[src/hw/rtl/rgbrle_pkg.sv]
// ============================================================================
// rgbrle_pkg
// Shared types and constants for the RGB565 run-length packet encoder.
// ============================================================================
package rgbrle_pkg;

  // Default limits. The command and beat formats are sized for the largest
  // allowed MAX_PACKET (128) and PIXELS_PER_BEAT (4).
  localparam int MAX_PACKET      = 128;
  localparam int PIXELS_PER_BEAT = 4;

  localparam int PIX_W      = 16;
  localparam int LANES      = 4;   // pixel fields in one output word
  localparam int CNT_W      = 8;   // packet length, 1..128
  localparam int ADDR_W     = 8;   // literal ring address, up to 256 entries
  localparam int PCNT_W     = 3;   // pix_count field
  localparam int HDR_W      = 8;
  localparam int CMD_DEPTH  = 4;   // power of two
  localparam int TDATA_W    = 80;

  localparam logic HDR_REPEAT  = 1'b1;
  localparam logic HDR_LITERAL = 1'b0;

  // Packet command handed from the front end to the back end.
  typedef struct packed {
    logic              rep;         // repeat packet, else literal packet
    logic [PIX_W-1:0]  pixel;       // repeated pixel
    logic [CNT_W-1:0]  count;       // packet length in pixels
    logic [ADDR_W-1:0] start;       // first literal in the ring
    logic              last;        // last packet caused by the input word
    logic              frame_done;  // last packet of the frame
  } cmd_t;

  // Literal ring write port.
  typedef struct packed {
    logic              en;
    logic [ADDR_W-1:0] addr;
    logic [PIX_W-1:0]  data;
  } lit_wr_t;

  // One output word.
  typedef struct packed {
    logic                        has_header;
    logic [HDR_W-1:0]            header;
    logic [PCNT_W-1:0]           pix_count;
    logic [LANES-1:0][PIX_W-1:0] pixel;
    logic                        packet_end;
    logic                        frame_done;
    logic                        last;
  } beat_t;

  function automatic logic [HDR_W-1:0] make_header(input logic rep,
                                                   input logic [CNT_W-1:0] count);
    logic [CNT_W-1:0] len_m1;
    len_m1 = count - 1'b1;
    return {rep, len_m1[HDR_W-2:0]};
  endfunction

endpackage

[src/hw/rtl/rgbrle_back.sv]
// ============================================================================
// rgbrle_back
// Packet writer: owns the literal ring, turns commands into output words.
// ============================================================================
module rgbrle_back #(
  parameter int MAX_PACKET      = rgbrle_pkg::MAX_PACKET,
  parameter int PIXELS_PER_BEAT = rgbrle_pkg::PIXELS_PER_BEAT
) (
  input  logic                clk,
  input  logic                rst,
  input  logic                cmd_empty,
  input  rgbrle_pkg::cmd_t    cmd,
  output logic                cmd_pop,
  input  rgbrle_pkg::lit_wr_t lit_wr,
  output logic                rd_free,
  output logic                m_tvalid,
  input  logic                m_tready,
  output rgbrle_pkg::beat_t   beat
);

  localparam int CW   = $clog2(MAX_PACKET + 1);
  localparam int AW   = $clog2(MAX_PACKET) + 1;
  localparam int RING = 1 << AW;
  localparam int LW   = $clog2(rgbrle_pkg::LANES);
  localparam logic [rgbrle_pkg::PCNT_W-1:0] PPB = rgbrle_pkg::PCNT_W'(PIXELS_PER_BEAT);
  localparam logic [CW-1:0] ONE = CW'(1);

  logic [rgbrle_pkg::PIX_W-1:0] lit_mem [RING];
  logic [rgbrle_pkg::PIX_W-1:0] rdata;

  logic                         rd_valid, rd_valid_next;
  logic [AW-1:0]                rd_addr, rd_addr_next;
  logic [CW-1:0]                rd_left, rd_left_next;
  logic [CW-1:0]                pl_left, pl_left_next;
  logic                         busy, busy_next;
  logic [rgbrle_pkg::HDR_W-1:0] cur_hdr, cur_hdr_next;
  logic                         cur_last, cur_last_next;
  logic                         cur_frame, cur_frame_next;
  rgbrle_pkg::beat_t            asm_beat, asm_beat_next;
  logic                         asm_done, asm_done_next;
  logic                         asm_first, asm_first_next;
  rgbrle_pkg::beat_t            out_beat, out_beat_next;
  logic                         out_valid, out_valid_next;

  logic          out_load;
  logic          asm_free;
  logic          place;
  logic          rd_en;
  logic [AW-1:0] rd_sel;

  assign out_load = asm_done && (!out_valid || m_tready);
  assign asm_free = !asm_done || out_load;
  assign place    = busy && rd_valid && asm_free;
  assign cmd_pop  = !busy && !cmd_empty && asm_free;
  assign rd_en    = (busy && (rd_left != '0) && (!rd_valid || place))
                 || (cmd_pop && !cmd.rep);
  assign rd_sel   = cmd_pop ? AW'(cmd.start) : rd_addr;
  assign rd_free  = rd_en;
  assign m_tvalid = out_valid;
  assign beat     = out_beat;

  always_comb begin
    logic [rgbrle_pkg::PCNT_W-1:0] cnt0;
    logic [rgbrle_pkg::PCNT_W-1:0] cnt1;
    logic                          pend;

    cnt0 = asm_done ? '0 : asm_beat.pix_count;
    cnt1 = cnt0 + 1'b1;
    pend = (pl_left == ONE);

    rd_addr_next   = rd_addr;
    rd_left_next   = rd_left;
    pl_left_next   = pl_left;
    busy_next      = busy;
    cur_hdr_next   = cur_hdr;
    cur_last_next  = cur_last;
    cur_frame_next = cur_frame;
    asm_beat_next  = asm_beat;
    asm_done_next  = asm_done && !out_load;
    asm_first_next = asm_first;
    rd_valid_next  = rd_en || (rd_valid && !place);

    if (cmd_pop) begin
      if (cmd.rep) begin
        asm_beat_next             = '0;
        asm_beat_next.has_header  = 1'b1;
        asm_beat_next.header      = rgbrle_pkg::make_header(rgbrle_pkg::HDR_REPEAT,
                                                            cmd.count);
        asm_beat_next.pix_count   = rgbrle_pkg::PCNT_W'(1);
        asm_beat_next.pixel[0]    = cmd.pixel;
        asm_beat_next.packet_end  = 1'b1;
        asm_beat_next.last        = cmd.last;
        asm_beat_next.frame_done  = cmd.frame_done;
        asm_done_next             = 1'b1;
      end else begin
        // first ring read goes out in the same cycle; assembly starts empty
        asm_beat_next  = '0;
        busy_next      = 1'b1;
        rd_addr_next   = AW'(cmd.start) + 1'b1;
        rd_left_next   = CW'(cmd.count) - ONE;
        pl_left_next   = CW'(cmd.count);
        cur_hdr_next   = rgbrle_pkg::make_header(rgbrle_pkg::HDR_LITERAL, cmd.count);
        cur_last_next  = cmd.last;
        cur_frame_next = cmd.frame_done;
        asm_first_next = 1'b1;
      end
    end else if (busy && rd_en) begin
      rd_addr_next = rd_addr + 1'b1;
      rd_left_next = rd_left - ONE;
    end

    if (place) begin
      asm_beat_next.pixel[cnt0[LW-1:0]] = rdata;
      asm_beat_next.pix_count           = cnt1;
      pl_left_next                      = pl_left - ONE;
      if (cnt1 == PPB || pend) begin
        asm_done_next            = 1'b1;
        asm_beat_next.has_header = asm_first;
        asm_beat_next.header     = asm_first ? cur_hdr : '0;
        asm_beat_next.packet_end = pend;
        asm_beat_next.last       = pend && cur_last;
        asm_beat_next.frame_done = pend && cur_frame;
        asm_first_next           = 1'b0;
        if (pend) begin
          busy_next = 1'b0;
        end
      end
    end

    // unused lanes leave as zero
    out_beat_next = asm_beat;
    for (int i = 0; i < rgbrle_pkg::LANES; i++) begin
      if (rgbrle_pkg::PCNT_W'(i) >= asm_beat.pix_count) begin
        out_beat_next.pixel[i] = '0;
      end
    end
    out_valid_next = out_load || (out_valid && !m_tready);
  end

  always_ff @(posedge clk) begin
    if (lit_wr.en) begin
      lit_mem[AW'(lit_wr.addr)] <= lit_wr.data;
    end
    if (rd_en) begin
      rdata <= lit_mem[rd_sel];
    end
  end

  always_ff @(posedge clk) begin
    rd_addr   <= rd_addr_next;
    cur_hdr   <= cur_hdr_next;
    cur_last  <= cur_last_next;
    cur_frame <= cur_frame_next;
    asm_beat  <= asm_beat_next;
    if (out_load) begin
      out_beat <= out_beat_next;
    end
  end

  always_ff @(posedge clk) begin
    if (rst) begin
      rd_valid  <= 1'b0;
      rd_left   <= '0;
      pl_left   <= '0;
      busy      <= 1'b0;
      asm_done  <= 1'b0;
      asm_first <= 1'b0;
      out_valid <= 1'b0;
    end else begin
      rd_valid  <= rd_valid_next;
      rd_left   <= rd_left_next;
      pl_left   <= pl_left_next;
      busy      <= busy_next;
      asm_done  <= asm_done_next;
      asm_first <= asm_first_next;
      out_valid <= out_valid_next;
    end
  end

endmodule

[config.mk]
export PLATFORM = sky130hd
export DESIGN_NAME = rgbrle_back
export DESIGN_NICKNAME = d
export VERILOG_FILES = /design/src/hw/rtl/rgbrle_pkg.sv /design/src/hw/rtl/rgbrle_back.sv
export SDC_FILE = /design/constraint.sdc
export NUM_CORES = 2
export LEC_CHECK = 0
export BUFFER_PORTS_ARGS = -buffer_cell sky130_fd_sc_hd__buf_2
export CORE_MARGIN = 5
export CORE_UTILIZATION = 27
export DETAILED_ROUTE_END_ITERATION = 10
export PLACE_DENSITY = 0.37
export SYNTH_ARGS = -nofsm -noshare
export SYNTH_HDL_FRONTEND = slang
export SYNTH_SLANG_ARGS = --single-unit
[constraint.sdc]
create_clock -name clk -period 9.05 [get_ports clk]
set_input_delay 1.3575 -clock clk [delete_from_list [all_inputs] [get_ports clk]]
set_output_delay 1.3575 -clock clk [all_outputs]
set_load 0.005 [all_outputs]
; Yosys cells after proc, flatten, opt, wreduce, memory -nomap -nowiden
; Memory sizes are Yosys's and may differ from the RTL's. A register that Yosys moved wholly into a read port is not among the register bits.
; Cells that the tools add are included.
[word_totals]
reg_bits = 196
ram_bits = 4096
in_bits = 64
output_inout_bits = 82
elab_cells = 121
mem_count = 1
[mem_list]
columns = name, depth, width, rd, rd_ports_with_merged_regs, wr, line_no
row1 = lit_mem, 256, 16, 1, 1, 1, rgbrle_back.sv:28  ; logic [rgbrle_pkg::PIX_W-1:0] lit_mem [RING];
[classes]
addsub = 6
order_cmp = 6
n_eq_ne = 4
n_mux = 35
bitwise_logic = 1
reduce_logical = 37
[op_table]
columns = cell, count
row1 = $mux 79, 3
row2 = $mux 8, 10
row3 = $bwmux 64, 1
row4 = $demux 16 s2, 1
row5 = $sub 8x1->8 const B, 3
row6 = $add 8x1->8 const B, 2
row7 = $mux 16, 1
row8 = $logic_and 1x1->1, 15
row9 = $mux 1, 15
row10 = $logic_not 1->1, 9
row11 = $mux 9, 1
row12 = $eq 8x1->1 const B, 1
row13 = $reduce_bool 8->1, 1
row14 = $logic_or 1x1->1, 7
row15 = $mux 7, 1
row16 = $ge 1x3->1 const A, 2
row17 = $ge 2x3->1 const A, 2
row18 = $mux 3, 2
row19 = $reduce_and 2->1, 3
row20 = $reduce_bool 2->1, 2
row21 = $add 3x1->3 const B, 1
row22 = $eq 3x3->1 const B, 1
row23 = $lt 2x3->1 const B, 1
row24 = $ge 2x1->1 const B, 1
row25 = 3 further kinds, 3

; Longest topological paths before layout
[depth]
depth_word = 11
mapped_depth = 16
depth_no_buf = 10

; Least setup slack after synthesis
; No wires, ideal clock.
[synth_path]
path_kind = input -> register
startpoint = input port m_tready
endpoint = register out_beat (netlist bit beat[0]) (enable)
setup_ns = 0.637
arrival_time_ns = 7.112
required_time_ns = 8.413
setup_slack_ns = 1.301
cell_stages = 2
path_buffers = 0
cell_sequence = inv_1 > a21boi_0
[synth_via]
elab_chain_cells = 2
[synth_rtl]
columns = item, line_no
row1 = start: declaration, rgbrle_back.sv:17  ; input logic m_tready,
row2 = $logic_or 1x1->1, rgbrle_back.sv:51  ; assign out_load = asm_done && (!out_valid || m_tready);
row3 = $logic_and 1x1->1, rgbrle_back.sv:51
row4 = named net out_load, rgbrle_back.sv:45  ; logic out_load;
row5 = end signal: assignment, rgbrle_back.sv:156  ; out_beat <= out_beat_next;
row6 = end: declaration, rgbrle_back.sv:42  ; rgbrle_pkg::beat_t out_beat, out_beat_next;
; The timed path passes the listed nets, and every way through them passes these cells.
; A chain may end at the register's enable or synchronous reset.

; Worst setup path in the final report
[layout_path]
startpoint = register busy
endpoint = register rdata[11] (netlist name), read port of lit_mem (data pin)
[layout_via]
elab_chain_cells = 5
word_cells_on_any_way = 11
classes_between = mux: 1 / reduce/logical: 10
[layout_rtl]
columns = item, line_no
row1 = start: declaration, rgbrle_back.sv:35  ; logic busy, busy_next;
row2 = start signal: assignment, rgbrle_back.sv:173  ; busy <= busy_next;
row3 = $logic_and 1x1->1 / $logic_not 1->1 (equally long branches), "rgbrle_back.sv:53, rgbrle_back.sv:54"
row4 = $logic_and 1x1->1 (on tied branches), "rgbrle_back.sv:53, rgbrle_back.sv:54"
row5 = $logic_or 1x1->1 / $logic_and 1x1->1 (equally long branches), "rgbrle_back.sv:55, rgbrle_back.sv:54"
row6 = $logic_and 1x1->1 (on tied branches), "rgbrle_back.sv:55, rgbrle_back.sv:56"
row7 = $logic_or 1x1->1, rgbrle_back.sv:56  ; || (cmd_pop && !cmd.rep);
row8 = end: declaration, rgbrle_back.sv:29  ; logic [rgbrle_pkg::PIX_W-1:0] rdata;
; Parallel ways exist; a longest one is shown, timed or not.

==> results.cfg <==
[grt]
grt_usage_pct = 19.3
grt_pass1_vias = 103000
use_met1_pct = 27.1
met3_usage_pct = 2.84
overflow = 0
gr-max-usage-layer = met2
grt_max_degree = 133
grt_pass1_wl_mm = 881
antenna_found_initial = 61
gr-usage-met2_pct = 31.5

[setup_path]
crit_required_ns = 9.76
path_cells = nor3b_2, a211o_4, clkinv_16, buf_12, buf_4, mux2i_1, a221o_1, a2bb2oi_1, a211oi_1, buf_4, nor4_2, o31ai_1
critPathLaunch = busy$_SDFF_PP0_
path_class = register to register
cp_top_family = simple AND/OR/NAND/NOR gates
reg2reg_from = busy$_SDFF_PP0_
start_kind = register
critPathMaxFanout = 116
crit_path_end_kind = register
crit_slowest_cell = nor4_2
critPathMostFrequentCell = buf_4
path_buf_inv = 4
max_stage_delay_ns = 1.15
arrival_ns = 6.94
path_depth = 12
worstRegToRegCells = 12

[logic_synthesis]
synthCells = 12100
synth_cell_type_count = 78
yosys.area_share.adder_pct = 0.0810
synth_xor_area_share_pct = 0.0515
synth_compound_area_share_pct = 5.47
synth_fp_nets = 12200
yosys.area_share.simple_pct = 12.4
synth.area.top_cells = edfxtp_1, nand2_1, mux2i_1, nand3_1, a31oi_1
yosysSeqAreaShare_pct = 75.6
muxShareOfSynthArea_pct = 3.94
ys_ff_latch = 4308
syn_area_sq_um = 170000
synth-main-ff-cell = edfxtp_1
synth_top_family_by_area = simple AND/OR/NAND/NOR gates
async_reset_ff_share_pct = 0
synth_area_per_cell_sq_um = 14.0
yosysTopAreaCellShare_pct = 74.4
synth_edf_count = 4211
yosysTopAreaCell = edfxtp_1
yosysWarnings = 0

[clocking]
clk_path_buf_depth = 4
clk_pin_slew_ns = 0.06
cts_setup_buffers = 0
cts-root-buf = clkbuf_16
cts_resized = 0
cts_sinks = 4308
clkLatencyLatePin_ns = 1.06
htreeDepth = 5
hold_buffers = 0
cts_tree = built
numCtsBuffers = 473

[floorplan]
rows = 291
start_util_pct = 27.1
die_w_um = 803
core_area_sq_um = 628000
die_h_um = 803
pin_count = 146
die_area_sq_um = 645000

[placement]
port_buffers = 145
dpl.hpwl_mm = 377
gp_congestion = 0.814

[detailed_routing]
drc = 0
first_pass_iters = 6
postRouteAntennaNets = 0
viasPerCell = 5.02
num_vias = 106000
totalWireLength_mm = 643
wl_per_cell_um = 30.3
drtIter0Drc = 10800

[timing]
setup_viol_count_final = 0
max_slew.worst_pin.slew_ns = 1.54
drv_slew = 6
period_share_pct = 68.8
holdWs_ns = 0.431
hold_viol_final = 0
timing.max_slew.rel_slack_pct = -3.60
rsz0062_at_grt = false
tns_ns = 0
worst_clock_skew_ns = 0.0791
max_freq_mhz = 161
fin_crit_ns = 6.23

[min_path]
worst_hold_path_type = register to register
hold_depth = 0
hold_start = asm_beat[77]$_DFF_P_

[final_layout]
layout.nets = 12500
syn2layout_area_growth_pct = 16.4
drive_gt1_share_pct = 12.2
layout_commonest_cell = edfxtp_1
final_cell_mix = edfxtp_1, nand2_1, nand3_1, mux2i_1, clkbuf_16

[power]
p_leak_nw = 65.9
peakVddDrop_v = 0.000162
power_density_nw_per_um2 = 235

[run_status]
violations = capacitance limit, slew limit
status = finished with violations

[job]
cap_violations = 3
area by class of cell:
class | instances | area, sq um
Antenna cell | 20 | 50.0
Clock buffer | 595 | 12400
Clock inverter | 282 | 2420
Fill cell | 61800 | 430000
Inverter | 30 | 146
Multi-Input combinational cell | 6943 | 38300
Sequential cell | 4308 | 128000
Tap cell | 8350 | 10400
Timing Repair Buffer | 676 | 5640
worst register-to-register path, stage by stage, from the launching register on:
cell and delay, ns:
dfxtp_1 0.42, nor3b_2 0.68, a211o_4 0.76, clkinv_16 0.62, buf_12 0.72, buf_4 0.40
mux2i_1 0.26, a221o_1 0.20, a2bb2oi_1 0.19, a211oi_1 0.07, buf_4 0.19, nor4_2 1.15
o31ai_1 0.21
synth_stat cells, types with 27 or more instances:
cell / instances
a311oi_1: 117
inv_1: 27
nand3_1: 1287
dfxtp_1: 97
nand4_1: 83
buf_4: 101
o22ai_1: 114
o21ai_0: 63
buf_2: 241
a21oi_1: 228
mux2i_1: 663
buf_6: 31
a221oi_1: 48
nand2_1: 2907
a211oi_1: 34
o221ai_1: 136
nor4_1: 37
nor3_1: 119
nor2b_1: 61
buf_1: 118
a32oi_1: 29
edfxtp_1: 4211
and3_1: 59
o2111ai_1: 50
a22oi_1: 32
clkbuf_1: 335
nor2_1: 314
a31oi_1: 311
sequential cells by signal (all words and copies together) (netlist names), 7 cells and up:
register  flops
asm_beat     79
beat         79
cur_hdr       7
lit_mem    4096
pl_left       8
rd_addr       8
rd_left       8
rdata        16
cell families (layout without fill, tap and decap cells):
| group | Yosys count | in the layout |
|---|---|---|
| AO/OA/AOI/OAI | 1314 | 1314 |
| XOR/XNOR | 10 | 10 |
| adder cells (fa/ha/maj) | 11 | 11 |
| buffers and inverters | 857 | 1583 |
| flip-flops | 4308 | 4308 |
| multiplexers | 668 | 668 |
| other | 0 | 20 |
| AND/OR/NAND/NOR | 4940 | 4940 |
report_power, final:
| group | switching (mW) | leakage [nW] | internal (mW) | total [mW] |
|---|---|---|---|---|
| Sequential | 0.118 | 38.7 | 22.0 | 22.1 |
| Combinational | 4.32 | 20.0 | 1.39 | 5.70 |
| Clock | 8.23 | 7.25 | 10.5 | 18.7 |
layer usage:
layer / routed length (um) / up-vias
li1: - / 46300
met1: 290000 / 55800
met2: 301000 / 3458
met3: 37200 / 734
met4: 14900 / 8
met5: 51 / -
worst paths after layout:
check                              to  slack (ns)
setup / recovery  rdata[11]$_DFFE_PP_        2.82
hold / removal     beat[77]$_DFFE_PP_        0.43
setup reg to reg  rdata[11]$_DFFE_PP_        2.82
hold reg to reg    beat[77]$_DFFE_PP_        0.43
through the flow:
| stage | power (mW) | area, sq um | worst slack, ns | cells | utilization [%] |
|---|---|---|---|---|---|
| floorplan | 25.3 | 170000 | 1.30 | 12100 | - |
| global placement | 28.3 | 183000 | 1.40 | 20300 | 29.1 |
| detailed placement | 28.3 | 183000 | 1.91 | 20300 | 29.1 |
| CTS | 47.1 | 198000 | 2.93 | 21200 | 31.5 |
| global route | 48.2 | 198000 | 2.80 | 21200 | 31.5 |
| finish | 46.5 | 198000 | 2.82 | 21200 | 31.5 |
Note: power is estimated with default switching activity, not from simulation.
