<file path="src/hw/rtl/rgbrle_pkg.sv">
// ============================================================================
// rgbrle_pkg
// Shared types and constants for the RGB565 run-length packet encoder.
// ============================================================================
package rgbrle_pkg;

  // Default limits. The command and beat formats are sized for the largest
  // allowed MAX_PACKET (128) and PIXELS_PER_BEAT (4).
  localparam int MAX_PACKET      = 128;
  localparam int PIXELS_PER_BEAT = 4;

  localparam int PIX_W      = 16;
  localparam int LANES      = 4;   // pixel fields in one output word
  localparam int CNT_W      = 8;   // packet length, 1..128
  localparam int ADDR_W     = 8;   // literal ring address, up to 256 entries
  localparam int PCNT_W     = 3;   // pix_count field
  localparam int HDR_W      = 8;
  localparam int CMD_DEPTH  = 4;   // power of two
  localparam int TDATA_W    = 80;

  localparam logic HDR_REPEAT  = 1'b1;
  localparam logic HDR_LITERAL = 1'b0;

  // Packet command handed from the front end to the back end.
  typedef struct packed {
    logic              rep;         // repeat packet, else literal packet
    logic [PIX_W-1:0]  pixel;       // repeated pixel
    logic [CNT_W-1:0]  count;       // packet length in pixels
    logic [ADDR_W-1:0] start;       // first literal in the ring
    logic              last;        // last packet caused by the input word
    logic              frame_done;  // last packet of the frame
  } cmd_t;

  // Literal ring write port.
  typedef struct packed {
    logic              en;
    logic [ADDR_W-1:0] addr;
    logic [PIX_W-1:0]  data;
  } lit_wr_t;

  // One output word.
  typedef struct packed {
    logic                        has_header;
    logic [HDR_W-1:0]            header;
    logic [PCNT_W-1:0]           pix_count;
    logic [LANES-1:0][PIX_W-1:0] pixel;
    logic                        packet_end;
    logic                        frame_done;
    logic                        last;
  } beat_t;

  function automatic logic [HDR_W-1:0] make_header(input logic rep,
                                                   input logic [CNT_W-1:0] count);
    logic [CNT_W-1:0] len_m1;
    len_m1 = count - 1'b1;
    return {rep, len_m1[HDR_W-2:0]};
  endfunction

endpackage

</file>
<file path="src/hw/rtl/rgbrle_front.sv">
// ============================================================================
// rgbrle_front
// Run classifier: tracks the current run, stores literals into the ring and
// issues repeat and literal packet commands.
// ============================================================================
module rgbrle_front #(
  parameter int MAX_PACKET = rgbrle_pkg::MAX_PACKET
) (
  input  logic                         clk,
  input  logic                         rst,
  input  logic                         s_tvalid,
  output logic                         s_tready,
  input  logic [rgbrle_pkg::PIX_W-1:0] pixel,
  input  logic                         frame_end,
  input  logic                         cmd_full,
  input  logic                         rd_free,
  output logic                         cmd_push,
  output rgbrle_pkg::cmd_t             cmd,
  output rgbrle_pkg::lit_wr_t          lit_wr
);

  localparam int CW = $clog2(MAX_PACKET + 1);
  localparam int AW = $clog2(MAX_PACKET) + 1;
  localparam logic [CW-1:0] MAXC = CW'(MAX_PACKET);
  localparam logic [CW-1:0] ONE  = CW'(1);
  localparam logic [CW-1:0] TWO  = CW'(2);

  logic [rgbrle_pkg::PIX_W-1:0] held_pixel, held_pixel_next;
  logic                         held_valid, held_valid_next;
  logic [CW-1:0]                run_len, run_len_next;
  logic [CW-1:0]                lit_cnt, lit_cnt_next;
  logic [AW-1:0]                wp, wp_next;
  logic [AW-1:0]                lit_base, lit_base_next;
  logic [AW:0]                  used, used_next;
  logic                         tail_rep, tail_rep_next;
  logic                         tail_fe, tail_fe_next;

  logic tail_pend;
  logic room;
  logic acc;
  logic tail_go;

  assign tail_pend = tail_rep || tail_fe;
  assign room      = !used[AW];           // ring not full
  assign s_tready  = !tail_pend && !cmd_full && room;
  assign acc       = s_tvalid && s_tready;
  assign tail_go   = tail_pend && !cmd_full && room;

  always_comb begin
    logic [CW-1:0] run_inc;
    logic [CW-1:0] lit_inc;
    logic          lit_flush;

    run_inc   = run_len + ONE;
    lit_inc   = lit_cnt + ONE;
    lit_flush = 1'b0;

    held_pixel_next = held_pixel;
    held_valid_next = held_valid;
    run_len_next    = run_len;
    lit_cnt_next    = lit_cnt;
    wp_next         = wp;
    lit_base_next   = lit_base;
    tail_rep_next   = tail_rep;
    tail_fe_next    = tail_fe;
    cmd_push        = 1'b0;
    cmd             = '0;
    lit_wr          = '0;

    if (acc) begin
      if (!held_valid) begin
        held_pixel_next = pixel;
        held_valid_next = 1'b1;
        run_len_next    = ONE;
      end else if (pixel == held_pixel) begin
        // a repeat starts: pending literals go out first
        lit_flush = (run_len == ONE) && (lit_cnt != '0);
        if (lit_flush) begin
          cmd_push      = 1'b1;
          cmd.rep       = rgbrle_pkg::HDR_LITERAL;
          cmd.count     = rgbrle_pkg::CNT_W'(lit_cnt);
          cmd.start     = rgbrle_pkg::ADDR_W'(lit_base);
          lit_cnt_next  = '0;
          lit_base_next = wp;
        end
        if (run_inc == MAXC) begin
          if (lit_flush) begin
            // second packet of this word goes out in the tail pass that follows
            tail_rep_next = 1'b1;
            run_len_next  = run_inc;
          end else begin
            cmd_push        = 1'b1;
            cmd.rep         = rgbrle_pkg::HDR_REPEAT;
            cmd.pixel       = held_pixel;
            cmd.count       = rgbrle_pkg::CNT_W'(run_inc);
            held_valid_next = 1'b0;
            run_len_next    = '0;
          end
        end else begin
          run_len_next = run_inc;
        end
      end else begin
        if (run_len >= TWO) begin
          cmd_push  = 1'b1;
          cmd.rep   = rgbrle_pkg::HDR_REPEAT;
          cmd.pixel = held_pixel;
          cmd.count = rgbrle_pkg::CNT_W'(run_len);
        end else begin
          lit_wr.en   = 1'b1;
          lit_wr.addr = rgbrle_pkg::ADDR_W'(wp);
          lit_wr.data = held_pixel;
          wp_next     = wp + 1'b1;
          if (lit_inc == MAXC) begin
            cmd_push      = 1'b1;
            cmd.rep       = rgbrle_pkg::HDR_LITERAL;
            cmd.count     = rgbrle_pkg::CNT_W'(lit_inc);
            cmd.start     = rgbrle_pkg::ADDR_W'(lit_base);
            lit_cnt_next  = '0;
            lit_base_next = wp + 1'b1;
          end else begin
            lit_cnt_next = lit_inc;
          end
        end
        held_pixel_next = pixel;
        held_valid_next = 1'b1;
        run_len_next    = ONE;
      end
      tail_fe_next   = frame_end && held_valid_next;
      cmd.last       = !(tail_rep_next || tail_fe_next);
      cmd.frame_done = frame_end && cmd.last;
    end else if (tail_go) begin
      cmd_push        = 1'b1;
      cmd.last        = 1'b1;
      cmd.frame_done  = tail_fe;
      held_valid_next = 1'b0;
      run_len_next    = '0;
      tail_rep_next   = 1'b0;
      tail_fe_next    = 1'b0;
      if (tail_rep || run_len >= TWO) begin
        cmd.rep   = rgbrle_pkg::HDR_REPEAT;
        cmd.pixel = held_pixel;
        cmd.count = rgbrle_pkg::CNT_W'(run_len);
      end else begin
        // frame end on a single pixel: push it and flush all literals
        lit_wr.en     = 1'b1;
        lit_wr.addr   = rgbrle_pkg::ADDR_W'(wp);
        lit_wr.data   = held_pixel;
        wp_next       = wp + 1'b1;
        cmd.rep       = rgbrle_pkg::HDR_LITERAL;
        cmd.count     = rgbrle_pkg::CNT_W'(lit_inc);
        cmd.start     = rgbrle_pkg::ADDR_W'(lit_base);
        lit_cnt_next  = '0;
        lit_base_next = wp + 1'b1;
      end
    end

    used_next = used + (AW+1)'(lit_wr.en) - (AW+1)'(rd_free);
  end

  always_ff @(posedge clk) begin
    held_pixel <= held_pixel_next;
  end

  always_ff @(posedge clk) begin
    if (rst) begin
      held_valid <= 1'b0;
      run_len    <= '0;
      lit_cnt    <= '0;
      wp         <= '0;
      lit_base   <= '0;
      used       <= '0;
      tail_rep   <= 1'b0;
      tail_fe    <= 1'b0;
    end else begin
      held_valid <= held_valid_next;
      run_len    <= run_len_next;
      lit_cnt    <= lit_cnt_next;
      wp         <= wp_next;
      lit_base   <= lit_base_next;
      used       <= used_next;
      tail_rep   <= tail_rep_next;
      tail_fe    <= tail_fe_next;
    end
  end

endmodule

</file>
<file path="config.mk">
export PLATFORM = sky130hd
export DESIGN_NAME = rgbrle_front
export DESIGN_NICKNAME = d
export VERILOG_FILES = /design/src/hw/rtl/rgbrle_pkg.sv /design/src/hw/rtl/rgbrle_front.sv
export SDC_FILE = /design/constraint.sdc
export NUM_CORES = 1
export LEC_CHECK = 0
export ABC_AREA = 1
export BUFFER_PORTS_ARGS = -buffer_cell sky130_fd_sc_hd__buf_2
export CAP_MARGIN = 20
export CORE_ASPECT_RATIO = 1.25
export CORE_MARGIN = 2
export CORE_UTILIZATION = 33
export CTS_CLUSTER_SIZE = 30
export DETAILED_ROUTE_END_ITERATION = 6
export PLACE_DENSITY = 0.53
export SYNTH_ARGS = -nofsm -noshare
export SYNTH_HDL_FRONTEND = slang
export SYNTH_SLANG_ARGS = --single-unit
</file>
<file path="constraint.sdc">
create_clock -name clk -period 3.73 [get_ports clk]
set_input_delay 0.5595 -clock clk [delete_from_list [all_inputs] [get_ports clk]]
set_output_delay 0.5595 -clock clk [all_outputs]
set_load 0.02 [all_outputs]
</file>
# Word-level counts from Yosys, hierarchy flattened
# Cells that the tools add are included.
[totals] reg_bits=60 inputBits=22 out_inout_bits=62 elab_cells=120
[op_classes] addsub=5 n_lt_le_gt_ge=1 eq_ne=12 mux=72 reduce_logical=21
[ops] cell="2-to-1 mux 8 bit" count=30
[ops] cell="2-to-1 mux 25 bit" count=8
[ops] cell="2-to-1 mux 16 bit" count=6
[ops] cell="2-to-1 mux 35 bit" count=2
[ops] cell="2-to-1 mux 33 bit" count=2
[ops] cell="adder 8 x 1 -> 8 bit (second input constant)" count=3
[ops] cell="2-to-1 mux 1 bit" count=24
[ops] cell="equality test 16 bit" count=1
[ops] cell="equality test 8 bit (second input constant)" count=2
[ops] cell="!= test 2 bit (second input constant)" count=5
[ops] cell="AND reduction 5 bit" count=2
[ops] cell="adder 9 x 1 -> 9 bit" count=1
[ops] cell="subtractor 9 x 1 -> 9 bit" count=1
[ops] cell="equality test 8 x 1 -> 1 bit (second input constant)" count=1
[ops] cell=">= comparator 8 x 2 -> 1 bit (second input constant)" count=1
[ops] cell="logical AND 1 bit" count=8
[ops] cell="nonzero test 8 bit" count=1
[ops] cell="AND reduction 6 bit" count=1
[ops] cell="zero test 1 bit" count=4
[ops] cell="logical OR 1 bit" count=3
[ops] cell="!= test 3 x 1 -> 1 bit (second input constant)" count=1
[ops] cell="!= test 3 x 2 -> 1 bit (second input constant)" count=1
[ops] cell="!= test 3 bit (second input constant)" count=1
[ops] cell="AND reduction 2 bit" count=1
[ops] cell="nonzero test 2 bit" count=1

# Depth between registers and ports, before layout
# Gate-level depths: netlist of run 1.
[logic_depth] depth_word=12 mapped_depth=23 mapped_depth_nobuf=22

# Least setup slack after synthesis of run 1
# OpenSTA, ideal clock, no wires.
[synth_path] path_kind="reg2reg" startpoint="register run_len[0]" endpoint="register used[6]" setup_time_ns=0.070 arrival_time_ns=3.084 slack_ns=0.576 stages_incl_launch_ff=23 n_path_buf=1 path_cell_list="dfxtp_1 -> inv_1 -> ha_1 -> nor2_1 -> nand3_1 -> nor2_4 -> inv_2 -> nor2_2 -> nand2_2 -> nand2_4 -> nand2_2 -> buf_6 -> inv_2 -> ha_1 -> inv_1 -> fa_1 -> nor2_1 -> o21ai_0 -> a21oi_1 -> o21ai_0 -> nand2_1 -> o21ai_0 -> a21oi_1"
[synth_lines] element="from (decl)" line_no="rgbrle_front.sv:30" source="logic [CW-1:0] run_len, run_len_next;"
[synth_lines] element="from (signal assigned)" line_no="rgbrle_front.sv:176" source="run_len <= run_len_next;"
[synth_lines] element="to (signal assigned)" line_no="rgbrle_front.sv:180" source="used <= used_next;"
[synth_lines] element="to (decl)" line_no="rgbrle_front.sv:34" source="logic [AW:0] used, used_next;"

==> results of run 1 <==
path summary, 6_finish.rpt:
check | to | startpoint | slack, ps | cells past startpoint
worst max-delay path | cmd[34] | run_len[1]$_SDFFE_PP0P_ | 320 | 9
worst min-delay path | held_pixel[13]$_DFFE_PP_ | pixel[13] | 420 | 1
worst max register to register | used[6]$_SDFF_PP0_ | held_pixel[0]$_DFFE_PP_ | 620 | 22
worst min register to register | tail_rep$_SDFFE_PP0P_ | tail_rep$_SDFFE_PP0P_ | 480 | 2
critical path, delay by kind of cell, from the launching register on:
kind	cells	cell delay, ps
buffers and inverters	1	250
AND/OR/NAND/NOR	4	850
AO/OA/AOI/OAI	2	530
adder cells (fa/ha/maj)	1	240
flip-flops	1	460
XOR/XNOR	1	190
per-stage QoR:
stage                     util [%]  hold slack, ps  instance area, um2  worst slack [ps]
after floorplan                  -             438                5010               576
after global placement        37.4             473                5570               480
after detailed placement      37.4             472                5570               455
after CTS                     39.5             406                5880               297
after global routing          39.5             426                5880               115
final                         39.5             423                5880               324
cell families after synthesis:
kind of cell | Yosys count | share of synthesized area (%)
AO/OA/AOI/OAI | 112 | 11.9
buffers and inverters | 159 | 13.5
AND/OR/NAND/NOR | 448 | 39.7
adder cells (fa/ha/maj) | 18 | 4.65
XOR/XNOR | 17 | 2.97
flip-flops | 60 | 27.2
sequential cells by signal (all words and copies together), names as in the netlist:
signal      flops
held_pixel     16
held_valid      1
lit_base        8
lit_cnt         8
run_len         8
tail_fe         1
tail_rep        1
used            9
wp              8
placed cells by master, fill, tap and decap left out, types with 2 or more instances in the layout:
cell type / instances
nor2_4: 5
xor2_1: 13
clkbuf_16: 10
nand3_2: 3
nor3_1: 4
inv_2: 16
o21ai_1: 2
xnor2_1: 4
nor2_2: 3
or2_1: 2
nand2_4: 4
o21ai_0: 48
nand2_1: 216
nor2_1: 106
dfxtp_1: 44
inv_1: 109
nand3b_1: 3
o211ai_1: 5
inv_6: 2
edfxtp_1: 16
buf_2: 83
nand2_2: 4
nand3_1: 66
ha_1: 17
clkinv_1: 2
nand4_1: 29
o221ai_1: 5
a21oi_1: 49
clkinv_4: 2
buf_4: 16
routing by layer:
layer,routed length (um),share of wire [%],up-vias
met1,6750,45,2271
li1,-,-,2762
met2,7240,49,113
met3,544,3.7,24
met4,346,2.3,0
met5,0,0,-
power breakdown:
part,leakage [nW],total [W],switching [W],internal [W]
sequential,0.506,0.000795,0.0000509,0.000744
combinational,2.27,0.000683,0.000441,0.000241
clock,0.152,0.000854,0.000339,0.000514
total,2.93,0.00233,0.000832,0.00150
cell type report:
class | instances | area, um2
fillers | 1631 | 9010
repair buffers | 99 | 536
multi-input cells | 595 | 2970
clock buffers | 11 | 264
clock inverters | 5 | 40.0
flip-flops and latches | 60 | 1360
well taps | 182 | 228
inverters | 127 | 477
==> impl_metrics.env, run 1 <==
export IMPL_period_share_pct=91.3
export IMPL_place_congestion=0.912
export IMPL_synth_edf_count=16
export IMPL_design_die_area_mm2=0.0162
export IMPL_drtAntennaViolNets=0
export IMPL_tns_ps=0
export IMPL_synthCells=814
export IMPL_drt_first_pass_iters=4
export IMPL_diodes=0
export IMPL_dp_hpwl_um=11100
export IMPL_ctsHoldBuffers=0
export IMPL_worst_pin_slew_ps=744
export IMPL_clock_skew_final_ps=12.4
export IMPL_cts_buffer_depth=2
export IMPL_run_status="completed"
export IMPL_wl_per_cell_um=13.8
export IMPL_grt_antenna_before_repair=0
export IMPL_ir_worst_vdd_v=0.000238
export IMPL_synth_area_mm2=0.00501
export IMPL_synth_area_leaders="dfxtp_1 (18%), nand2_1 (16%), edfxtp_1 (9.6%)"
export IMPL_grt_busiest_layer="met2"
export IMPL_drt_iter0_markers=231
export IMPL_hold_violations=0
export IMPL_synth_seq_cells=60
export IMPL_die_y_um=142
export IMPL_io_pins=84
export IMPL_yosysTopAreaCell="dfxtp_1"
export IMPL_synthArstFlopShare_pct=0
export IMPL_stdcell_count=1079
export IMPL_use_met1_pct=23.1
export IMPL_cts_setup_buffers=0
export IMPL_yosysWarnings=0
export IMPL_hold_path_class="in2reg"
export IMPL_start_util_pct=33.6
export IMPL_finalCriticalPeriod_ps=3410
export IMPL_slowest_stage="dfxtp_1"
export IMPL_io_buffers=83
export IMPL_fin_nets=932
export IMPL_fp_coreArea_mm2=0.0149
export IMPL_ys_seq_area_share_pct=27.2
export IMPL_clkLatencyLatePin_ps=340
export IMPL_p_leak_nw=2.93
export IMPL_numCtsBuffers=9
export IMPL_first_global_vias=4872
export IMPL_placed_cells=1063
export IMPL_cts_tree="done"
export IMPL_cts_sinks=60
export IMPL_num_vias=5170
export IMPL_crit_chain="ha_1 -> nand3_1 -> nor2_1 -> xor2_1 -> nand2_1 -> nor3_1 -> a21oi_1 -> o21ai_0 -> buf_2"
export IMPL_crit_arrival_ps=2850
export IMPL_path_max_fanout=7
export IMPL_cpPeakStageDelay_ps=460
export IMPL_vias_per_cell=4.79
export IMPL_slew_headroom_pct=50.4
export IMPL_row_count=50
export IMPL_clk_pin_slew_ps=60
export IMPL_max_cap_violations=0
export IMPL_syn_nets=854
export IMPL_cts_repair_resized=0
export IMPL_cts_root_buf="clkbuf_16"
export IMPL_criticalPathCategory="reg2out"
export IMPL_synthFlopType="dfxtp_1"
export IMPL_ctsHtreeMaxLevel=3
export IMPL_power_density_mw_per_mm2=397
export IMPL_slew_violations=0
export IMPL_grt_pass1_wl_um=24200
export IMPL_grt_max_degree=38
export IMPL_area_growth_pct=17.3
export IMPL_grtUsageMet3_pct=2.05
export IMPL_use_met2_pct=32.7
export IMPL_grt_overflow_total=0
export IMPL_timing_fmax_ghz=0.294
export IMPL_drive_above_1_share_pct=17.1
export IMPL_track_usage_pct=18.7
export IMPL_endpoint_kind="output pin"
export IMPL_synth_area_per_cell_um2=6.15
export IMPL_synth_most_common_cell="nand2_1"
export IMPL_p_total_w=0.00233
export IMPL_routed_wl_um=14900
export IMPL_fp_dieW_um=114
export IMPL_yosysTopAreaCellShare_pct=17.6
export IMPL_start_kind="flop"
export IMPL_rsz0062_at_grt="false"
export IMPL_synth_cell_type_count=39
export IMPL_setup_viol=0
export IMPL_drc=0
export IMPL_ys_top_cells_by_count="nand2_1 (216), inv_1 (109), nor2_1 (107)"
export IMPL_critPathRequiredTime_ps=3170
No activity file was read; power rests on OpenSTA's default activity.
==> run 2: changes to the inputs <==
- CORE_MARGIN: 2 -> 4
==> run 2 against run 1 <==
Sequential power barely moved; setup slack better by 41 ps; routed wire length up 0.22%; via count barely moved; clock power down 13%; highest routed layer unchanged.
==> impl_metrics.env, run 2 (synthesized netlist as in run 1, its figures left out) <==
export IMPL_largest_register="held_pixel"
export IMPL_place_congestion=0.887
export IMPL_rsz0062_at_grt="false"
export IMPL_internal_power_w=0.00143
export IMPL_hold_slack_ps=426
export IMPL_row_count=50
export IMPL_track_usage_pct=17.5
export IMPL_reg2reg_slack_ps=650
export IMPL_worst_r2r_endpoint="used[6]$_SDFF_PP0_"
export IMPL_ctsHoldBuffers=0
export IMPL_area_growth_pct=16.0
export IMPL_power_frac_clock_pct=33.4
export IMPL_fp_dieW_um=118
export IMPL_cts_sinks=60
export IMPL_p_leak_nw=2.90
export IMPL_ir_worst_vdd_v=0.000198
export IMPL_crit_chain="buf_4 -> ha_1 -> or2_2 -> nand2_1 -> nand2_1 -> nor2_1 -> nand2_1 -> nor2_4 -> nand2_1 -> o21ai_0 -> nand2_1 -> nand2_1 -> buf_2"
export IMPL_endpoint="cmd[11]"
export IMPL_hold_path_class="in2reg"
export IMPL_grt_max_degree=38
export IMPL_max_cap_violations=0
export IMPL_slew_violations=0
export IMPL_drc=0
export IMPL_clock_skew_final_ps=8.70
export IMPL_die_y_um=146
export IMPL_slowest_stage="nor2_4"
export IMPL_drtAntennaViolNets=0
export IMPL_fin_nets=930
export IMPL_worst_pin_slew_ps=744
export IMPL_drt_iter0_markers=287
export IMPL_finalCriticalPeriod_ps=3360
export IMPL_numCtsBuffers=9
export IMPL_switching_share_pct=35.6
export IMPL_clk_pin_slew_ps=60
export IMPL_io_buffers=83
export IMPL_design_die_area_mm2=0.0172
export IMPL_routed_wl_um=14900
export IMPL_n_fill_cell=1660
export IMPL_r2r_start="held_pixel[0]$_DFFE_PP_"
export IMPL_grt_pass1_wl_um=24700
export IMPL_min_from="pixel[13]"
export IMPL_largest_reg_flops=16
export IMPL_power_density_mw_per_mm2=382
export IMPL_critPathRequiredTime_ps=3170
export IMPL_setup_viol=0
export IMPL_cts_repair_resized=0
export IMPL_grt_antenna_before_repair=0
export IMPL_cts_setup_buffers=0
export IMPL_num_vias=5168
export IMPL_clkLatencyLatePin_ps=340
export IMPL_switchingPower_w=0.000790
export IMPL_endpoint_kind="output pin"
export IMPL_reg_top3="held_pixel x16, used x9"
export IMPL_drt_first_pass_iters=5
export IMPL_wl_per_cell_um=13.8
export IMPL_path_max_fanout=17
export IMPL_mostFrequentLayoutCells="nand2_1 (216), inv_1 (109), nor2_1 (106)"
export IMPL_start_kind="flop"
export IMPL_fp_coreArea_mm2=0.0150
export IMPL_crit_arrival_ps=2800
export IMPL_ctsHtreeMaxLevel=3
export IMPL_start_util_pct=33.5
export IMPL_dp_hpwl_um=11000
export IMPL_p_comb_share_pct=30.7
export IMPL_cts_tree="done"
export IMPL_cpPeakStageDelay_ps=390
export IMPL_grt_overflow_total=0
export IMPL_diodes=0
export IMPL_timing_fmax_ghz=0.297
export IMPL_period_share_pct=90.2
export IMPL_path_common_cell="nand2_1"
export IMPL_drive_above_1_share_pct=16.3
export IMPL_run_status="completed"
export IMPL_criticalPathCategory="reg2out"
export IMPL_slew_headroom_pct=50.3
export IMPL_hold_violations=0
export IMPL_first_global_vias=4874
export IMPL_p_seq_share_pct=35.9
export IMPL_final_common_cell="nand2_1"
export IMPL_reg2regPathDepth=22
export IMPL_vias_per_cell=4.80
export IMPL_tns_ps=0
export IMPL_cts_buffer_depth=2
export IMPL_cp_startpoint="run_len[0]$_SDFFE_PP0P_"
export IMPL_io_pins=84
export IMPL_cts_root_buf="clkbuf_16"
## run 2: cell types whose count changed in the layout (fill, tap and decap cells not counted), sizes merged
cell	before	now
clkinv	5	6
clkbuf	11	12
buf	99	97
inv	127	125
## run 2: cell type report
class	count	area, um2	share of cell area, %
inverter	127	477	8.20
clock inverter	4	17.5	0.301
timing repair buffer	97	520	8.95
tap	182	228	3.92
sequential	60	1360	23.4
clock buffer	12	236	4.07
multi-input combinational	595	2970	51.1
## run 2: power groups by stage
stage,Combinational [W],Clock [W],Sequential [W]
floorplan,0.000530,0,0.000797
global placement,0.000684,0,0.000812
detailed placement,0.000683,0,0.000810
CTS,0.000685,0.000764,0.000797
global route,0.000799,0.000793,0.000807
finish,0.000680,0.000741,0.000796
## run 2: stage by stage
| step | total power, W | setup WS, ps | area, um2 | std cells | util, % |
|---|---|---|---|---|---|
| after detailed placement | 0.00149 | 446 | 5560 | 1061 | 37.2 |
| after global routing | 0.00240 | 178 | 5810 | 1077 | 38.9 |
| after CTS | 0.00225 | 364 | 5810 | 1077 | 38.9 |
| after global placement | 0.00150 | 515 | 5560 | 1061 | 37.2 |
| after floorplan | 0.00133 | 576 | 5010 | 814 | - |
| final | 0.00222 | 366 | 5810 | 1077 | 38.9 |
## run 2: worst max-delay path: cells and delay by family (launching register included)
kind	cells	cell delay (ps)
and+or+nand+nor	9	1390
DFF	1	300
buffers and inverters	2	340
adders and majority gates	1	220
AOI/OAI and AO/OA	1	220
## run 2: layer usage
layer / part of all wire [%] / routed length [um] / vias up / GRT usage (%)
li1: - / - / 2748 / -
met2: 46 / 6890 / 133 / 28.8
met3: 5.8 / 867 / 22 / 3.85
met4: 2.3 / 339 / 0 / 6.33
met1: 46 / 6820 / 2265 / 22.5
met5: 0 / 0 / - / 0
## run 2: how the worst min path moves through the flow
stage                               endpoint  slack (ps)  cells after the start
detailed placement     tail_rep$_SDFFE_PP0P_         460                      2
global route        held_pixel[10]$_DFFE_PP_         410                      1
finish              held_pixel[13]$_DFFE_PP_         430                      1
global placement       tail_rep$_SDFFE_PP0P_         460                      2
floorplan              tail_rep$_SDFFE_PP0P_         440                      2
CTS                 held_pixel[12]$_DFFE_PP_         410                      1
